--- src/hw/rtl/chm_pkg.sv ---
// shared types and constants of the compact hash map engine
`default_nettype none
package chm_pkg;

    typedef enum logic [1:0] {
        OP_LOOKUP,
        OP_INSERT,
        OP_DELETE
    } op_t;

    localparam logic [1:0] FUNC_INSERT = 2'd1;
    localparam logic [1:0] FUNC_DELETE = 2'd2;

    localparam logic [1:0] ST_OK         = 2'd0;
    localparam logic [1:0] ST_ABSENT     = 2'd1;
    localparam logic [1:0] ST_SLOTS_FULL = 2'd2;
    localparam logic [1:0] ST_STORE_FULL = 2'd3;

    localparam logic [1:0] TAG_EMPTY = 2'd0;
    localparam logic [1:0] TAG_TOMB  = 2'd1;
    localparam logic [1:0] TAG_USED  = 2'd2;

    typedef struct packed {
        op_t         op;
        logic [63:0] key;
        logic [63:0] hash;
        logic [63:0] value;
    } item_t;

    typedef enum logic [2:0] {
        S_CLEAR,
        S_IDLE,
        S_SLOT,
        S_KEY,
        S_EXEC,
        S_ALLOC,
        S_VAL
    } state_t;

endpackage
`default_nettype wire

--- src/hw/rtl/chm_front.sv ---
// front end: accepts transactions, decodes the operation, two-entry queue
`default_nettype none
module chm_front (
    input  wire logic           clk,
    input  wire logic           rst_n,
    input  wire logic           s_tvalid,
    output logic                s_tready,
    input  wire logic [191:0]   s_tdata,  // key, hash, value
    input  wire logic [1:0]     s_tuser,  // func
    output logic                item_valid,
    output chm_pkg::item_t      item,
    input  wire logic           item_pop
);

    chm_pkg::item_t q_reg [2];
    logic           wr_ptr_reg, wr_ptr_next;
    logic           rd_ptr_reg, rd_ptr_next;
    logic [1:0]     cnt_reg, cnt_next;
    logic           push;
    chm_pkg::item_t in_item;

    always_comb
    begin
        case (s_tuser)
            chm_pkg::FUNC_INSERT: in_item.op = chm_pkg::OP_INSERT;
            chm_pkg::FUNC_DELETE: in_item.op = chm_pkg::OP_DELETE;
            default:              in_item.op = chm_pkg::OP_LOOKUP;
        endcase
        in_item.key   = s_tdata[63:0];
        in_item.hash  = s_tdata[127:64];
        in_item.value = s_tdata[191:128];
    end

    assign s_tready   = (cnt_reg != 2'd2);
    assign push       = s_tvalid && s_tready;
    assign item_valid = (cnt_reg != 2'd0);
    assign item       = q_reg[rd_ptr_reg];

    always_comb
    begin
        wr_ptr_next = wr_ptr_reg ^ push;
        rd_ptr_next = rd_ptr_reg ^ item_pop;
        cnt_next    = cnt_reg + {1'b0, push} - {1'b0, item_pop};
    end

    always_ff @(posedge clk)
    begin
        if (push)
        begin
            q_reg[wr_ptr_reg] <= in_item;
        end
    end

    always_ff @(posedge clk or negedge rst_n)
    begin
        if (!rst_n)
        begin
            wr_ptr_reg <= 1'b0;
            rd_ptr_reg <= 1'b0;
            cnt_reg    <= 2'd0;
        end
        else
        begin
            wr_ptr_reg <= wr_ptr_next;
            rd_ptr_reg <= rd_ptr_next;
            cnt_reg    <= cnt_next;
        end
    end

endmodule
`default_nettype wire

--- config.mk ---
export PLATFORM = sky130hd
export DESIGN_NAME = chm_front
export DESIGN_NICKNAME = d
export VERILOG_FILES = /design/src/hw/rtl/chm_pkg.sv /design/src/hw/rtl/chm_front.sv
export SDC_FILE = /design/constraint.sdc
export NUM_CORES = 1
export LEC_CHECK = 0
export BUFFER_PORTS_ARGS = -buffer_cell sky130_fd_sc_hd__buf_2
export CORE_MARGIN = 3
export CORE_UTILIZATION = 53
export DETAILED_ROUTE_END_ITERATION = 8
export PLACE_DENSITY_LB_ADDON = 0.12
export SLEW_MARGIN = 20
export SYNTH_ARGS = -nofsm -noshare
export SYNTH_HDL_FRONTEND = slang
export SYNTH_SLANG_ARGS = --single-unit
--- constraint.sdc ---
create_clock -name clk -period 13.1 [get_ports clk]
set_input_delay 2.62 -clock clk [delete_from_list [all_inputs] [get_ports clk]]
set_output_delay 2.62 -clock clk [all_outputs]
set_load 0.02 [all_outputs]
# [Yosys cells after proc, flatten, opt, wreduce, memory -nomap -nowiden]
# Memory sizes are Yosys's and may differ from the RTL's.
# Cells that the tools add are included.
[classes] n_bitwise=2 order_cmp=0 shift=0 multipliers=0 n_addsub=2 n_div=0 n_mux=3 reduce_logical=2 eq_ne=3
[op_table] op="case mux 2 bit (2 select lines)" n=1
[op_table] op="adder 2 x 1 -> 2 bit" n=1
[op_table] op="== test 2 x 1 -> 1 bit, second input constant" n=1
[op_table] op="== test 2 bit, second input constant" n=1
[op_table] op="2-to-1 mux 1 bit" n=2
[op_table] op="inequality test 2 bit, second input constant" n=1
[op_table] op="nonzero test 2 bit" n=1
[op_table] op="subtractor 2 x 1 -> 2 bit" n=1
[op_table] op="bitwise XOR 1 bit" n=2
[op_table] op="logical AND 1 bit" n=1
[word_totals] latch_bits=0 wordCells=16 register_bits=4 mem_bits_ro=0 n_memories=1 out_inout_bits=196 inputBits=198 mem_bits_rw=388
[mem_list] name="q_reg" words=2 word_bits=194 read_ports=1 rd_clocked_by_memory_dff=0 write_ports=1 line="chm_front.sv:15" source="chm_pkg::item_t q_reg [2];"

# [Longest topological paths before layout]
[depth] word_depth=4 depth_mapped=5

# [Least setup slack after synthesis]
# OpenSTA, ideal clock, no wires.
[synth_path] path_kind="in2reg" start="input s_tvalid" end="memory q_reg[1][0] (netlist name), enable pin" path_slack_ns=1.590 required_ns=12.349 path_stages=2 setup_time_ns=0.751 arrival_time_ns=10.759 cell_sequence="nand2_1 nor2_1"
[synth_between] elab_chain_cells=3
[synth_lines] element="from (decl)" line="chm_front.sv:6" source="input wire logic s_tvalid,"
[synth_lines] element="logical AND 1 bit" line="chm_front.sv:35" source="assign push = s_tvalid && s_tready;"
[synth_lines] element="2-to-1 mux 1 bit" line="chm_front.sv:48" source="if (push)"
[synth_lines] element="2-to-1 mux 1 bit (not written as such)" line="chm_front.sv:50" source="q_reg[wr_ptr_reg] <= in_item;"
[synth_lines] element="to (decl)" line="chm_front.sv:15"
# No other way between the ends.

==> summary.md <==
| Metric | Value |
|---|---|
| Critical Path RT | `10480 ps` |
| Critical Path Fanout Max | `50` |
| Worst EP arrival | `3590 ps` |
| Drt pass-1 iters | `4` |
| Critical path capture point type | `primary output` |
| Reg2reg setup slack | `10090 ps` |
| Clock power share | `24.7%` |
| # hold bufs at CTS | `0` |
| Total gr overflow | `0` |
| DRT antenna net count | `0` |
| Row count | `60` |
| Total CTS buffers | `40` |
| Max Clock Freq | `161.1 MHz` |
| Synth Flop Type | `edfxtp_1` |
| Slew Viols, Final | `0` |
| EDFF count, synth | `388` |
| Hpwl dp | `21.68 mm` |
| Syn. warnings | `0` |
| Fill cells | `1917` |
| Area of the multi-input gates | `0.002874 mm²` |
| Die Height | `173.3 µm` |
| Clock Root Buffer | `clkbuf_16` |
| Post-synth cell types | `18` |
| Die Area | `0.03004 mm²` |
| Routability cong. | `0.7734` |
| Initial core utilization | `54.45%` |
| Leakage | `7.320 nW` |
| Post-CTS Setup Inserts | `0` |
| Input/output buffers | `393` |
| Fin crit period | `6209 ps` |
| Relative slew slack | `27.35%` |
| Syn_area_per_cell | `23.74 µm²` |
| CTS tree | `yes` |
| DR vias | `7395` |
| Async set-reset flop share out of synthesis | `1.020%` |
| Drt first-iter violations | `570` |
| Ranking of synthesized cells by area | `edfxtp_1, mux2_4, mux2_2` |
| CTS sink count | `392` |
| Syn_nets | `825` |
| Mapped Cells | `625` |
| Fin crit share | `47.40%` |
| Syn-to-layout area delta | `24.18%` |
| Via density | `5.075` |
| Max reg flops | `388` |
| Largest net degree at the start of global routing | `79` |
| Sw power | `1.412 mW` |
| Post-cts sizing count | `0` |
| Die width | `173.3 µm` |
| Switching Fraction | `31.91%` |
| Worst vdd ir | `151.5 µV` |
| CP startpoint kind | `register` |
| Worst-Skew Late Latency | `510 ps` |
| Logic pwr share | `34.0%` |
| Register area share after synthesis | `79.19%` |
| Vias in the first global route | `7776` |
| Pwr dens | `240.1 mW/mm²` |
| Worst min-delay path class | `register to register` |
| Count of final hold-check violations | `0` |
| CORE AREA | `0.02725 mm²` |
| Final net count | `1246` |
| Least-Margin Pin Slew | `1090 ps` |
| Dominant cell type by area after synthesis | `edfxtp_1` |
| Reg clk slew, reported paths | `60 ps` |
| Post-Route WL | `31.45 mm` |
| Global Route Usage Sum | `20.14%` |
| Final setup violation count | `0` |
| Total Power | `4.425 mW` |
| Ports | `394` |
| Placed inst area | `0.01713 mm²` |
| Initial antenna violation count | `14` |
| Seq cells post-synth | `392` |
| Kind of critical path | `register to primary output` |
| Synth top cells by count | `edfxtp_1, mux2_4, mux2_2` |
| Clock Skew | `11.34 ps` |
| Share of layout cells above drive strength 1 | `60.74%` |
| Register area | `0.01176 mm²` |
| RSZ-0062 raised after global routing | `no` |
| Drt drc | `0` |
| CTS H-tree lvls | `2` |
| Share of power burned in registers | `41.3%` |
| Post-Place Setup Slack | `7386 ps` |
| Setup Total Neg Slack | `0 ps` |
| Fin area | `0.01843 mm²` |
| Wire per inst | `21.59 µm` |
| Pint | `3.013 mW` |
| Maxcap violations | `0` |
| Most frequent cell after synthesis | `edfxtp_1` |
| Setup ws final | `6891 ps` |
| Status | `completed` |
| Mapped Area | `0.01484 mm²` |
| Share of the synthesized area in the top cell type | `78.52%` |
| Max Buffers Root-to-Sink | `3` |
| Global-route wire length before repair | `45.98 mm` |
-- cells in the final DEF, fill, tap and decap left out, types with 4 or more instances in the layout --
| cell type | count |
|---|---|
| edfxtp_1 | 388 |
| buf_2 | 393 |
| clkbuf_1 | 7 |
| bufinv_16 | 4 |
| clkbuf_16 | 41 |
| buf_4 | 8 |
| mux2_2 | 44 |
| mux2_4 | 150 |
| diode_2 | 10 |
| clkinv_1 | 11 |
-- final timing paths --
check	startpoint	to	depth (start not counted)
worst min-delay path	cnt_reg[0]$_DFF_PN0_	cnt_reg[0]$_DFF_PN0_	1
worst min register to register	cnt_reg[0]$_DFF_PN0_	cnt_reg[0]$_DFF_PN0_	1
worst max register to register	cnt_reg[0]$_DFF_PN0_	q_reg[1][100]$_DFFE_PP_	5
max in group asynchronous	rst_n	rd_ptr_reg$_DFF_PN0_	1
min in group asynchronous	rst_n	wr_ptr_reg$_DFF_PN0_	1
worst max-delay path	rd_ptr_reg$_DFF_PN0_	item[123]	4
-- kinds of logic after synthesis --
group | share of synthesized area (%)
flops | 79.19
mux | 18.52
buf+inv | 1.577
fa+ha+maj | 0.1686
simple gates | 0.2698
compound gates | 0.1012
xor+xnor | 0.1771
-- per-layer routing --
| layer | up-vias | share of wire (%) | GRT usage, % | wire length [µm] |
|---|---|---|---|---|
| li1 | 3352 | - | - | - |
| met1 | 3671 | 37 | 23.09 | 11570 |
| met2 | 297 | 52 | 34.55 | 16270 |
| met3 | 65 | 8.1 | 6.943 | 2554 |
| met4 | 10 | 3.1 | 8.514 | 988 |
| met5 | - | 0.22 | 0 | 70 |
-- worst max-delay path, cell delays in order, from the launching register on --
cell	delay (ps)
dfrtp_4	900
buf_4	720
buf_4	810
mux2_4	350
buf_2	160
-- final cells by class --
type	count	share of cell area, %
Inverter	3	0.06111
Multi-Input combinational cell	208	15.60
Timing Repair Buffer	401	11.00
Tap cell	372	2.526
Antenna cell	10	0.1358
Clock buffer	48	5.710
Sequential cell	392	63.79
Clock inverter	23	1.181
-- stage by stage --
stage | instances | hold WS, ps | utilization, %
2_1_floorplan | 625 | 506.8 | -
3_3_place_gp | 1376 | 538.3 | 62.87
3_5_place_dp | 1376 | 534.5 | 62.87
4_1_cts | 1447 | 560.7 | 67.53
5_1_grt | 1456 | 603.9 | 67.61
6_report | 1457 | 556.7 | 67.62
-- power groups by stage --
| stage | Clock, mW | Sequential [mW] | Combinational, mW |
|---|---|---|---|
| finish | 1.09 | 1.83 | 1.51 |
| global route | 1.17 | 1.85 | 1.59 |
| CTS | 1.12 | 1.83 | 1.53 |
| detailed placement | 0 | 1.86 | 1.52 |
| global placement | 0 | 1.85 | 1.52 |
| floorplan | 0 | 1.87 | 1.15 |
Note: power is estimated with default switching activity, not from simulation.
